===== src/hdl/ab6_pkg.sv =====
// ----------------------------------------------------------------------------
// ab6_pkg
// Types and constants shared by the six-step Adams-Bashforth step unit.
// ----------------------------------------------------------------------------
package ab6_pkg;

  localparam int SLOTS     = 5;
  localparam int NCOEF     = 6;
  localparam int CFG_IDX_W = 3;

  localparam logic [1:0] OP_LOAD_STATE = 2'd0;
  localparam logic [1:0] OP_LOAD_HIST  = 2'd1;
  localparam logic [1:0] OP_STEP       = 2'd2;

  localparam logic [CFG_IDX_W-1:0] CFG_STEP_SIZE = 3'd6;

  localparam logic [NCOEF-1:0][31:0] COEF_RESET = '{
    32'hFFAB8E46, 32'd33519480, 32'hFAEE8BE9,
    32'd116298748, 32'hFA7F7178, 32'd49830659
  };
  localparam logic [30:0] STEP_RESET = 31'd167772;

  typedef struct packed {
    logic [1:0]         operation;
    logic [7:0]         element_index;
    logic [2:0]         history_slot;
    logic signed [31:0] value_x;
    logic signed [31:0] value_y;
  } in_item_t;

  typedef struct packed {
    logic [7:0]         out_index;
    logic signed [31:0] state_x;
    logic signed [31:0] state_y;
    logic               saturated;
  } out_item_t;

  typedef struct packed {
    logic signed [31:0] res;
    logic               sat;
  } lane_res_t;

endpackage


===== src/hdl/ab6_merge.sv =====
// ----------------------------------------------------------------------------
// ab6_merge
// Joins the two lane results into one result beat.
// ----------------------------------------------------------------------------
module ab6_merge (
  input  logic                clk,
  input  logic                rst_n,
  input  logic                vld,
  input  logic [7:0]          index,
  input  ab6_pkg::lane_res_t  res_x,
  input  ab6_pkg::lane_res_t  res_y,
  output logic                out_valid,
  output ab6_pkg::out_item_t  out_data
);
  import ab6_pkg::*;

  logic      valid_r;
  out_item_t data_r;

  always_ff @(posedge clk) begin
    if (!rst_n) begin
      valid_r <= 1'b0;
    end else begin
      valid_r <= vld;
    end
    data_r.out_index <= index;
    data_r.state_x   <= res_x.res;
    data_r.state_y   <= res_y.res;
    data_r.saturated <= res_x.sat | res_y.sat;
  end

  assign out_valid = valid_r;
  assign out_data  = data_r;

endmodule


===== config.mk =====
export PLATFORM = sky130hd
export DESIGN_NAME = ab6_merge
export DESIGN_NICKNAME = d
export VERILOG_FILES = /design/src/hdl/ab6_pkg.sv /design/src/hdl/ab6_merge.sv
export SDC_FILE = /design/constraint.sdc
export NUM_CORES = 1
export LEC_CHECK = 0
export BUFFER_PORTS_ARGS = -buffer_cell sky130_fd_sc_hd__buf_2
export CAP_MARGIN = 20
export CORE_ASPECT_RATIO = 0.75
export CORE_MARGIN = 4
export CORE_UTILIZATION = 36
export CTS_BUF_LIST = sky130_fd_sc_hd__clkbuf_2
export DETAILED_ROUTE_END_ITERATION = 8
export PLACE_DENSITY_LB_ADDON = 0.2
export SLEW_MARGIN = 30
export SYNTH_ARGS = -nofsm -noshare
export SYNTH_HDL_FRONTEND = slang
export SYNTH_SLANG_ARGS = --single-unit

===== constraint.sdc =====
create_clock -name clk -period 0.8 [get_ports clk]
set_input_delay 0.24 -clock clk [delete_from_list [all_inputs] [get_ports clk]]
set_output_delay 0.24 -clock clk [all_outputs]
set_load 0.01 [all_outputs]

# After elaboration in Yosys (flattened, before gate mapping)
# Cells that the tools add are included.
[totals] wordCells=6 input_bits=77 out_inout_bits=74 regBits=74
[classes] bitwise_logic=1
[ops] cell="1-bit bitwise OR" count=1

# Longest topological paths before layout
# Gate-level depths: netlist (run 1).
[depth] depth_word=1 ltp_mapped=1 mapped_depth_nobuf=1

# Worst setup path before layout (run 1)
# OpenSTA, ideal clock, no wires.
[synth_path] path_type="reg2out" start="reg data_r, in the netlist out_data[0]" end="out out_data[0] (netlist name)" t_arrival_ns=0.331 n_path_buf=0 stages_incl_launch_ff=1 path_slack_ns=0.229 path_cell_list="dfxtp_1"
[synth_rtl] element="start: declaration" line="ab6_merge.sv:18" text="out_item_t data_r;"
[synth_rtl] element="end: declaration" line="ab6_merge.sv:13" text="output ab6_pkg::out_item_t out_data"
# No word-level cell between the ends.

# Worst setup path after layout (run 1)
[layout_path] start="reg data_r, in the netlist out_data[37]" end="out out_data[37] (netlist name)"
# No word-level cell between the ends.

==> results of run 1 <==
cells by family (layout without fill, tap and decap cells):
| kind of cell | after synthesis | in the layout | synth area share |
|---|---|---|---|
| flip-flops | 74 | 74 | 0.992 |
| AND/OR/NAND/NOR | 2 | 2 | 0.00838 |
| buffers and inverters | 0 | 241 | 0 |
sequential cells by signal (all words and copies together), names as in the netlist:
| signal | cells |
|---|---|
| out_data | 73 |
| out_valid | 1 |
placed cells by master (no fill, tap or decap), drive strengths merged:
cell type	count
and2	1
buf	150
bufinv	1
clkbuf	11
clkinv	3
dfxtp	74
dlygate4sd3	76
or2	1
through the flow:
step	utilization	hold WS (ns)	power (mW)	std cells	instance area [um2]
CTS	0.844	0.330	6.65	369	3230
global route	0.922	0.321	7.10	369	3530
finish	0.922	0.364	6.86	369	3530
floorplan	-	0.268	4.13	76	1490
global placement	0.603	0.342	4.48	278	2310
detailed placement	0.603	0.344	4.50	278	2310
layout make-up:
type                    count  area, um2  area share
multi-input cells           2       12.5     0.00354
clock inverters             4       43.8      0.0124
well taps                  52       65.1      0.0184
repair buffers            226       1810       0.513
clock buffers              11       55.1      0.0156
flip-flops and latches     74       1540       0.437
how the worst max path moves through the flow:
stage	endpoint	slack, ns	cells after the start
floorplan	out_data[0]	0.23	0
global placement	out_data[53]	0.11	1
detailed placement	out_data[32]	0.12	1
CTS	out_data[25]	-0.44	1
global route	out_data[41]	-0.50	1
finish	out_data[37]	-0.43	1
power groups by stage:
| stage | clock network (mW) | logic (mW) | registers [mW] |
|---|---|---|---|
| 2_1_floorplan | 0 | 0.00311 | 4.12 |
| 4_1_cts | 1.91 | 0.800 | 3.94 |
| 3_5_place_dp | 0 | 0.487 | 4.01 |
| 5_1_grt | 2.06 | 1.02 | 4.02 |
| 6_report | 1.89 | 0.961 | 4.00 |
| 3_3_place_gp | 0 | 0.479 | 4.00 |
metal layers:
metal  vias up  wire length (um)  global-route usage
met5         -                 0                   0
met4         0               140              0.0726
met3        14               948               0.156
met2       111              3300               0.392
met1       686              2200               0.187
li1        707                 -                   -
timing repair:
item / in CTS / in global routing
gates resized for setup: 16 / 91
hold buffers: 76 / 0
endpoints found under the hold margin: 74 / 0
endpoints found under the setup margin: 74 / 74
==> impl_table.tex, run 1 <==
\begin{tabular}{lr}
\hline
Metric & Value \\
\hline
\multicolumn{2}{l}{\textbf{Outcome}} \\
\quad Outcome & finished with violations \\
\quad Violations in the final reports & setup timing \\
\multicolumn{2}{l}{\textbf{Floorplanning}} \\
\quad Number of cell rows & 19 \\
\quad Vert. Die Dim & between 60 and 70 um \\
\quad Die area & between 0.005 and 0.006 mm2 \\
\quad Width of the die & 82.4 um \\
\quad Initial Utilization & 0.390 \\
\quad Area of the core & 0.00383 mm2 \\
\quad I/O Pins & between 150 and 200 \\
\multicolumn{2}{l}{\textbf{Logic synthesis}} \\
\quad Commonest register cell after synthesis & sky130\_fd\_sc\_hd\_\_dfxtp\_1 \\
\quad Most area-consuming cells after synthesis & sky130\_fd\_sc\_hd\_\_dfxtp\_1, sky130\_fd\_sc\_hd\_\_and2\_1, sky130\_fd\_sc\_hd\_\_or2\_1 \\
\quad Share of flip-flops with an asynchronous set or reset after synthesis & 0 \\
\quad Per-instance average area after synthesis & roughly 20 um2 \\
\quad Ranking of synthesized cells by instance count & sky130\_fd\_sc\_hd\_\_dfxtp\_1, sky130\_fd\_sc\_hd\_\_and2\_1, sky130\_fd\_sc\_hd\_\_or2\_1 \\
\quad Synthesis warning total & 0 \\
\quad Number of enable flip-flop cells after synthesis & 0 \\
\quad Net Count, Synth & about 150 \\
\quad Area share of the leading cell type in the synthesized netlist & 0.992 \\
\quad Cell type with the largest total area after synthesis & sky130\_fd\_sc\_hd\_\_dfxtp\_1 \\
\quad Synth Register Bits & 74 \\
\quad Sequential fraction of the synthesis area & 0.992 \\
\quad Number of distinct library cells after synthesis & 3 \\
\quad Synthesized cell area & 0.00149 mm2 \\
\quad Most frequent cell after synthesis & sky130\_fd\_sc\_hd\_\_dfxtp\_1 \\
\quad Count of mapped cells out of synthesis & 76 \\
\multicolumn{2}{l}{\textbf{Critical path}} \\
\quad Endpoint type of the worst setup path & primary output \\
\quad Critical Path Start Type & flip-flop \\
\quad Delay-heaviest family, CP & flip-flops \\
\quad Crit Path Category & flip-flop to primary output \\
\quad Cell with the largest stage delay on the worst path & sky130\_fd\_sc\_hd\_\_dfxtp\_2 \\
\quad Sequence of cells on the critical path & buf\_6 \\
\quad Buf/Inv on CP & 1 \\
\quad Data required time at the worst endpoint & approximately 0.56 ns \\
\quad Maximum net fanout on the critical path & 1 \\
\quad Delay of the slowest critical-path stage & 0.39 ns \\
\quad Arrival time reported for the critical path endpoint & around 0.99 ns \\
\quad Worst setup path startpoint & out\_data[37]\$\_DFF\_P\_ \\
\multicolumn{2}{l}{\textbf{Finish}} \\
\quad Final layout net count & about 400 \\
\quad FILL cells & 143 \\
\quad Area overhead of the layout relative to synthesis & 136\% \\
\quad Antenna cells & 0 \\
\quad Share of post-route cells with drive strength above 1 & 0.669 \\
\multicolumn{2}{l}{\textbf{Run}} \\
\quad Maxcap violations & 0 \\
\multicolumn{2}{l}{\textbf{STA}} \\
\quad Max Clock Freq & about 810 MHz \\
\quad Final cycle utilization of the critical path & 1.54 \\
\quad Slew of the pin with the lowest slew margin & between 0.2 and 0.25 ns \\
\quad Minimum period implied by the final worst setup slack & 1.23 ns \\
\quad Final count of negative-setup-slack endpoints & 74 \\
\quad Relative slew slack & 0.844 \\
\quad Minimum setup slack in the final design & -0.431 ns \\
\quad Unrepaired setup endpoints after global routing & true \\
\quad Final max-slew violation count & 0 \\
\quad Total Negative Setup Slacks & -28.80 ns \\
\quad Hold Vio Cnt, Final & 0 \\
\multicolumn{2}{l}{\textbf{Hold path}} \\
\quad Worst hold stages & 2 \\
\quad Hold Crit Endpoint & out\_data[61]\$\_DFF\_P\_ \\
\quad Launch instance of the worst min-delay path & res\_x[29] \\
\quad Hold WC Path Type & primary input to flip-flop \\
\multicolumn{2}{l}{\textbf{CTS}} \\
\quad Inserted Clock Buffers & 9 \\
\quad Clock tree buffer depth & 2 \\
\quad Buffer count from post-CTS setup fixing & 0 \\
\quad H-tree level count & 3 \\
\quad Clock tree root driver cell & sky130\_fd\_sc\_hd\_\_clkbuf\_2 \\
\quad Number of clock sinks & 74 \\
\quad Clock slew at the register clock pins of the worst setup and hold paths & around 0.2 ns \\
\quad Clock tree from TritonCTS & yes \\
\multicolumn{2}{l}{\textbf{Global route}} \\
\quad Via count of the first global-routing pass & 1662 \\
\quad Initial antenna violation count & 0 \\
\quad Overall track demand over capacity in global routing & 0.219 \\
\quad Largest net degree at the start of global routing & 12 \\
\quad Congestion Overflow GR & 0 \\
\quad Wire length of the first global-routing pass & approximately 8100 um \\
\multicolumn{2}{l}{\textbf{Pwr}} \\
\quad Proportion of power drawn by flip-flops and latches & 0.584 \\
\quad Switching portion of total power & 0.232 \\
\quad Fraction of power consumed by combinational cells & 0.140 \\
\quad Power density cells & approximately 1900 mW/mm2 \\
\quad Net switching power & around 1.6 mW \\
\quad Leakage & about 1.7 nW \\
\quad Peak VDD IR & about 1.6 mV \\
\quad Internal Pwr Total & $\sim$5.3 mW \\
\quad Clock Power Share & 0.276 \\
\multicolumn{2}{l}{\textbf{Detailed routing}} \\
\quad Via count of the routed design & between 1.5k and 2k \\
\quad Number of antenna-violating nets in the routed design & 0 \\
\quad Detailed Route Iter0 Violations & 31 \\
\quad DR pass1 iterations & 7 \\
\quad DR DRC count & 0 \\
\quad WL final & about 6600 um \\
\quad Wirelength per Cell & $\sim$18 um \\
\quad Ratio of routed vias to standard cells & between 4 and 5 \\
\multicolumn{2}{l}{\textbf{Placement}} \\
\quad Global placer's final weighted congestion & around 0.65 \\
\quad Worst Setup Slack post-DPL & approximately 0.12 ns \\
\quad Number of buffers inserted by port buffering & 150 \\
\hline
\end{tabular}
No activity file was read; power rests on OpenSTA's default activity.
==> run 2: changes to the inputs <==
--- a/config.mk
+++ b/config.mk
@@ -12,7 +12,7 @@
 export CORE_UTILIZATION = 36
 export CTS_BUF_LIST = sky130_fd_sc_hd__clkbuf_2
 export DETAILED_ROUTE_END_ITERATION = 8
-export PLACE_DENSITY_LB_ADDON = 0.2
+export PLACE_DENSITY = 0.81
 export SLEW_MARGIN = 30
 export SYNTH_ARGS = -nofsm -noshare
 export SYNTH_HDL_FRONTEND = slang
==> impl_table.tex, run 2 (synthesis gave the netlist of run 1 again) <==
\begin{tabular}{lr}
\hline
Metric & Value \\
\hline
\multicolumn{2}{l}{\textbf{STA}} \\
\quad Final max-slew violation count & 0 (unchanged) \\
\quad Minimum setup slack in the final design & -0.491 ns (-0.0600 ns) \\
\quad Final count of negative-setup-slack endpoints & 74 (unchanged) \\
\quad Unrepaired setup endpoints after global routing & true \\
\quad Hold Vio Cnt, Final & 0 (unchanged) \\
\quad Max Clock Freq & 774 MHz (-4.6\%) \\
\quad Minimum period implied by the final worst setup slack & 1.29 ns (+0.0600 ns) \\
\quad Slew of the pin with the lowest slew margin & 0.263 ns (+0.0301 ns) \\
\quad Relative slew slack & 0.824 (-0.0201) \\
\quad Worst Hold Slack & 0.360 ns (-0.00350 ns) \\
\quad Total Negative Setup Slacks & -30.54 ns (-1.74 ns) \\
\quad Final cycle utilization of the critical path & 1.61 (+0.0749) \\
\multicolumn{2}{l}{\textbf{Floorplanning}} \\
\quad Number of cell rows & 19 (unchanged) \\
\quad Area of the core & 0.00383 mm2 (unchanged) \\
\quad Width of the die & 82.4 um (unchanged) \\
\quad Die area & 0.00526 mm2 (unchanged) \\
\quad I/O Pins & 151 (unchanged) \\
\quad Initial Utilization & 0.390 (unchanged) \\
\quad Vert. Die Dim & 63.8 um (unchanged) \\
\multicolumn{2}{l}{\textbf{Detailed routing}} \\
\quad Ratio of routed vias to standard cells & 4.50 (+9.5\%) \\
\quad Via count of the routed design & 1675 (+10\%) \\
\quad DR pass1 iterations & 6 (-1) \\
\quad Number of antenna-violating nets in the routed design & 0 (unchanged) \\
\quad WL final & 9200 um (+40\%) \\
\quad DR DRC count & 0 (unchanged) \\
\quad Detailed Route Iter0 Violations & 102 (+230\%) \\
\quad Wirelength per Cell & 24.7 um (+39\%) \\
\multicolumn{2}{l}{\textbf{Pwr}} \\
\quad Final total power & 7.23 mW (+5.4\%) \\
\quad Power density cells & 2020 mW/mm2 (+4.1\%) \\
\quad Leakage & 1.71 nW (about the same) \\
\quad Peak VDD IR & 2.79 mV (+77\%) \\
\multicolumn{2}{l}{\textbf{Critical path}} \\
\quad Maximum net fanout on the critical path & 1 (unchanged) \\
\quad Arrival time reported for the critical path endpoint & 1.05 ns (+0.06 ns) \\
\quad Sequence of cells on the critical path & buf\_2 \\
\quad Endpoint type of the worst setup path & primary output \\
\quad Delay-heaviest family, CP & flip-flops \\
\quad Cell with the largest stage delay on the worst path & sky130\_fd\_sc\_hd\_\_dfxtp\_1 \\
\quad Critical Path Start Type & flip-flop \\
\quad Data required time at the worst endpoint & 0.56 ns (about the same) \\
\quad Buf/Inv on CP & 1 (unchanged) \\
\quad Crit Path Category & flip-flop to primary output \\
\quad Delay of the slowest critical-path stage & 0.40 ns (about the same) \\
\multicolumn{2}{l}{\textbf{CTS}} \\
\quad Clock slew at the register clock pins of the worst setup and hold paths & 0.26 ns (+0.06 ns) \\
\quad Number of clock sinks & 74 (unchanged) \\
\quad Clock tree from TritonCTS & yes \\
\quad Clock tree buffer depth & 2 (unchanged) \\
\quad Inserted Clock Buffers & 9 (unchanged) \\
\quad H-tree level count & 3 (unchanged) \\
\quad Clock tree root driver cell & sky130\_fd\_sc\_hd\_\_clkbuf\_2 \\
\multicolumn{2}{l}{\textbf{Outcome}} \\
\quad Violations in the final reports & setup timing \\
\quad Outcome & finished with violations \\
\multicolumn{2}{l}{\textbf{Finish}} \\
\quad Most frequent cells in the layout & sky130\_fd\_sc\_hd\_\_buf\_2, sky130\_fd\_sc\_hd\_\_dlygate4sd3\_1, sky130\_fd\_sc\_hd\_\_dfxtp\_2, sky130\_fd\_sc\_hd\_\_buf\_6, sky130\_fd\_sc\_hd\_\_dfxtp\_1 \\
\quad Commonest non-fill, non-tap cell in the layout & sky130\_fd\_sc\_hd\_\_buf\_2 \\
\quad Finished Core Util & 0.934 (+0.0114) \\
\quad Area overhead of the layout relative to synthesis & 139\% \\
\quad FILL cells & 107 (-25\%) \\
\quad Final layout net count & 390 (unchanged) \\
\quad Flip-flop count of the largest register after layout & 73 (unchanged) \\
\quad Share of post-route cells with drive strength above 1 & 0.676 (+0.00733) \\
\multicolumn{2}{l}{\textbf{Global route}} \\
\quad Initial antenna violation count & 2 (+2) \\
\quad Via count of the first global-routing pass & 1940 (+17\%) \\
\quad Largest net degree at the start of global routing & 14 (+2) \\
\quad Wire length of the first global-routing pass & 10800 um (+33\%) \\
\quad Overall track demand over capacity in global routing & 0.300 (+0.0810) \\
\quad Congestion Overflow GR & 0 (unchanged) \\
\multicolumn{2}{l}{\textbf{Placement}} \\
\quad Number of buffers inserted by port buffering & 150 (unchanged) \\
\quad Worst Setup Slack post-DPL & 0.0984 ns (-0.0263 ns) \\
\quad HPWL after detailed placement & 3360 um \\
\quad Global placer's final weighted congestion & 0.715 (+10\%) \\
\multicolumn{2}{l}{\textbf{Hold path}} \\
\quad Launch instance of the worst min-delay path & index[7] \\
\quad Worst hold stages & 2 (unchanged) \\
\quad Hold Crit Endpoint & out\_data[72]\$\_DFF\_P\_ \\
\quad Hold WC Path Type & primary input to flip-flop \\
\multicolumn{2}{l}{\textbf{Run}} \\
\quad Maxcap violations & 0 (unchanged) \\
\hline
\end{tabular}
-- run 2: power by group --
part           total, mW  internal, mW  switching, mW
clock network       2.15         0.710           1.44
registers           4.03          3.92          0.112
logic               1.04         0.656          0.386
-- run 2: layer usage --
metal,vias up,share of wire,wire length [um],track usage
li1,708,-,-,-
met1,801,0.34,3130,0.276
met2,130,0.52,4740,0.525
met3,36,0.094,863,0.147
met4,0,0.050,460,0.174
met5,-,0,0,0
-- run 2: worst max-delay path by stage --
stage                         to  slack [ns]  cells after the start                  from
global placement     out_data[5]        0.08                      1   out_data[5]$_DFF_P_
finish              out_data[64]       -0.49                      1  out_data[64]$_DFF_P_
CTS                  out_data[8]       -0.45                      1   out_data[8]$_DFF_P_
global route        out_data[64]       -0.56                      1  out_data[64]$_DFF_P_
detailed placement   out_data[5]         0.1                      1   out_data[5]$_DFF_P_
floorplan            out_data[0]        0.23                      0   out_data[0]$_DFF_P_
-- run 2: through the flow --
stage	instances	cell area (um2)
3_5_place_dp	278	2310
2_1_floorplan	76	1490
4_1_cts	370	3240
6_report	372	3570
5_1_grt	372	3570
3_3_place_gp	278	2310
-- run 2: final cells by class --
class	instances	area (um2)	area share
multi-input combinational	2	12.5	0.00350
sequential	74	1550	0.432
antenna	2	5.00	0.00140
clock buffer	9	45.0	0.0126
clock inverter	7	70.1	0.0196
tap	52	65.1	0.0182
timing repair buffer	226	1830	0.512
-- run 2: what timing repair did --
| action | 4_1_cts | 5_1_grt |
|---|---|---|
| hold buffers | 76 | 0 |
| cloned | 0 | 0 |
| endpoints found under the hold margin | 74 | 0 |
| pin swaps | 0 | 0 |
| setup endpoints to repair | 74 | 74 |
| gates resized for setup | 14 | 102 |
| buffers inserted | 0 | 0 |
==> run 3: changes to the inputs <==
--- a/config.mk
+++ b/config.mk
@@ -12,7 +12,7 @@
 export CORE_UTILIZATION = 36
 export CTS_BUF_LIST = sky130_fd_sc_hd__clkbuf_2
 export DETAILED_ROUTE_END_ITERATION = 8
-export PLACE_DENSITY = 0.81
+export PLACE_DENSITY = 0.84
 export SLEW_MARGIN = 30
 export SYNTH_ARGS = -nofsm -noshare
 export SYNTH_HDL_FRONTEND = slang
==> impl_table.tex, run 3 (synthesis gave the netlist of run 1 again) <==
\begin{tabular}{lr}
\hline
Metric & Value \\
\hline
\multicolumn{2}{l}{\textbf{Outcome}} \\
\quad Outcome & finished with violations \\
\quad Violations in the final reports & setup timing \\
\multicolumn{2}{l}{\textbf{Floorplanning}} \\
\quad Width of the die & 82.4 um (unchanged) \\
\quad Area of the core & 0.00383 mm2 (unchanged) \\
\quad Number of cell rows & 19 (unchanged) \\
\quad Die area & 0.00526 mm2 (unchanged) \\
\quad Vert. Die Dim & 63.8 um (unchanged) \\
\quad Initial Utilization & 0.390 (unchanged) \\
\quad I/O Pins & 151 (unchanged) \\
\multicolumn{2}{l}{\textbf{Detailed routing}} \\
\quad Wire length on met2 & 4240 um (-11\%) \\
\quad Wirelength per Cell & 23.4 um (-5.4\%) \\
\quad Via count of the routed design & 1692 (+1.0\%) \\
\quad DR pass1 iterations & 4 (-2) \\
\quad WL final & 8650 um (-5.9\%) \\
\quad Detailed Route Iter0 Violations & 112 (+9.8\%) \\
\quad Number of antenna-violating nets in the routed design & 0 (unchanged) \\
\quad Ratio of routed vias to standard cells & 4.57 (+1.6\%) \\
\quad Routed metal-1 wirelength & 3140 um (+0.32\%) \\
\quad DR DRC count & 0 (unchanged) \\
\quad Highest metal layer with signal wires & met4 \\
\quad Met3 layer wire length in the routed design & 947 um (+9.7\%) \\
\multicolumn{2}{l}{\textbf{STA}} \\
\quad Final count of negative-setup-slack endpoints & 74 (unchanged) \\
\quad Final cycle utilization of the critical path & 1.65 (+0.0380) \\
\quad Unrepaired setup endpoints after global routing & true \\
\quad Minimum setup slack in the final design & -0.522 ns (-0.0304 ns) \\
\quad Max Clock Freq & 757 MHz (-2.3\%) \\
\quad Minimum period implied by the final worst setup slack & 1.32 ns (+0.0304 ns) \\
\quad Hold Vio Cnt, Final & 0 (unchanged) \\
\quad Worst Hold Slack & 0.336 ns (-0.0241 ns) \\
\quad Relative slew slack & 0.835 (+0.0110) \\
\quad Slew of the pin with the lowest slew margin & 0.247 ns (-0.0166 ns) \\
\quad Final max-slew violation count & 0 (unchanged) \\
\quad Total Negative Setup Slacks & -31.03 ns (-0.485 ns) \\
\multicolumn{2}{l}{\textbf{Critical path}} \\
\quad Maximum net fanout on the critical path & 1 (unchanged) \\
\quad Buf/Inv on CP & 1 (unchanged) \\
\quad Crit Path Category & flip-flop to primary output \\
\quad Delay-heaviest family, CP & flip-flops \\
\quad Endpoint type of the worst setup path & primary output \\
\quad Data required time at the worst endpoint & 0.56 ns (about the same) \\
\quad Arrival time reported for the critical path endpoint & 1.08 ns (+0.03 ns) \\
\quad Cell with the largest stage delay on the worst path & sky130\_fd\_sc\_hd\_\_dfxtp\_1 \\
\quad Critical Path Start Type & flip-flop \\
\quad Delay of the slowest critical-path stage & 0.40 ns (about the same) \\
\quad Sequence of cells on the critical path & buf\_2 \\
\multicolumn{2}{l}{\textbf{CTS}} \\
\quad Buffer count from post-CTS setup fixing & 0 (unchanged) \\
\quad Clock tree from TritonCTS & yes \\
\quad Clock tree buffer depth & 2 (unchanged) \\
\quad Clock slew at the register clock pins of the worst setup and hold paths & 0.25 ns (about the same) \\
\quad Clock tree root driver cell & sky130\_fd\_sc\_hd\_\_clkbuf\_2 \\
\quad Number of clock sinks & 74 (unchanged) \\
\quad Inserted Clock Buffers & 9 (unchanged) \\
\quad H-tree level count & 3 (unchanged) \\
\multicolumn{2}{l}{\textbf{Pwr}} \\
\quad Proportion of power drawn by flip-flops and latches & 0.566 (+0.008) \\
\quad Switching portion of total power & 0.256 (-0.0127) \\
\quad Internal Pwr Total & 5.28 mW (about the same) \\
\quad Power density cells & 1990 mW/mm2 (-1.4\%) \\
\quad Clock Power Share & 0.290 (-0.008) \\
\quad Net switching power & 1.82 mW (-6.3\%) \\
\quad Fraction of power consumed by combinational cells & 0.144 (about the same) \\
\quad Leakage & 1.71 nW (+0.27\%) \\
\quad Peak VDD IR & 1.75 mV (-37\%) \\
\multicolumn{2}{l}{\textbf{Finish}} \\
\quad Area overhead of the layout relative to synthesis & 138\% \\
\quad Flip-flop count of the largest register after layout & 73 (unchanged) \\
\quad Post-route design area & 0.00356 mm2 (-0.32\%) \\
\quad Share of post-route cells with drive strength above 1 & 0.681 (+0.00529) \\
\quad Finished Core Util & 0.931 (-0.00294) \\
\quad Most frequent cells in the layout & sky130\_fd\_sc\_hd\_\_buf\_2, sky130\_fd\_sc\_hd\_\_dlygate4sd3\_1, sky130\_fd\_sc\_hd\_\_dfxtp\_2, sky130\_fd\_sc\_hd\_\_buf\_6, sky130\_fd\_sc\_hd\_\_dfxtp\_1 \\
\quad Final layout net count & 390 (unchanged) \\
\quad Commonest non-fill, non-tap cell in the layout & sky130\_fd\_sc\_hd\_\_buf\_2 \\
\multicolumn{2}{l}{\textbf{Run}} \\
\quad Maxcap violations & 0 (unchanged) \\
\multicolumn{2}{l}{\textbf{Global route}} \\
\quad Largest net degree at the start of global routing & 13 (-1) \\
\quad Via count of the first global-routing pass & 1786 (-7.9\%) \\
\quad Wire length of the first global-routing pass & 9900 um (-8.4\%) \\
\quad Initial antenna violation count & 1 (-1) \\
\quad Congestion Overflow GR & 0 (unchanged) \\
\quad Overall track demand over capacity in global routing & 0.272 (-0.0276) \\
\multicolumn{2}{l}{\textbf{Placement}} \\
\quad Area post-placement & 0.00231 mm2 (unchanged) \\
\quad HPWL after detailed placement & 3360 um (about the same) \\
\quad Number of buffers inserted by port buffering & 150 (unchanged) \\
\quad Global placer's final weighted congestion & 0.721 (+0.80\%) \\
\multicolumn{2}{l}{\textbf{Hold path}} \\
\quad Hold WC Path Type & primary input to flip-flop \\
\hline
\end{tabular}
[run 3: cell count changes in the layout (fill, tap and decap cells not counted), sizes merged]
cell	previous run	this run
clkbuf	9	10
clkinv	4	3
clkinvlp	2	1
diode	2	1
[run 3: power groups by stage]
stage	Clock [mW]	Sequential [mW]	Combinational, mW
2_1_floorplan	0	4.12	0.00311
3_5_place_dp	0	4.01	0.494
3_3_place_gp	0	4.00	0.482
4_1_cts	1.94	3.94	0.806
5_1_grt	2.24	4.04	1.07
6_report	2.06	4.02	1.03
[run 3: final cells by class]
class                           count  area [um2]
Antenna cell                        1        2.50
Clock buffer                       10        50.0
Fill cell                         124         265
Clock inverter                      5        56.3
Multi-Input combinational cell      2        12.5
Sequential cell                    74        1550
Tap cell                           52        65.1
Timing Repair Buffer              226        1830
[run 3: final timing paths]
path,startpoint,to,slack [ns],cells past startpoint
worst max-delay path,out_data[67]$_DFF_P_,out_data[67],-0.52,1
worst min-delay path,res_x[12],out_data[44]$_DFF_P_,0.34,2
[run 3: repair_timing]
action | in CTS | in global routing
gates resized for setup | 16 | 95
hold endpoints to repair | 74 | 0
setup endpoints to repair | 74 | 74
hold buffers | 76 | 0
[run 3: per-layer routing]
layer,global-route usage,up-vias
li1,-,705
met1,0.266,805
met2,0.496,154
met3,0.149,28
met4,0.0622,0
met5,0,-
[run 3: through the flow]
stage               power, mW  instances  setup slack (ns)
floorplan                4.13         76             0.229
finish                   7.10        370            -0.522
global placement         4.48        278             0.135
global route             7.34        370            -0.586
CTS                      6.69        369            -0.454
detailed placement       4.50        278             0.110
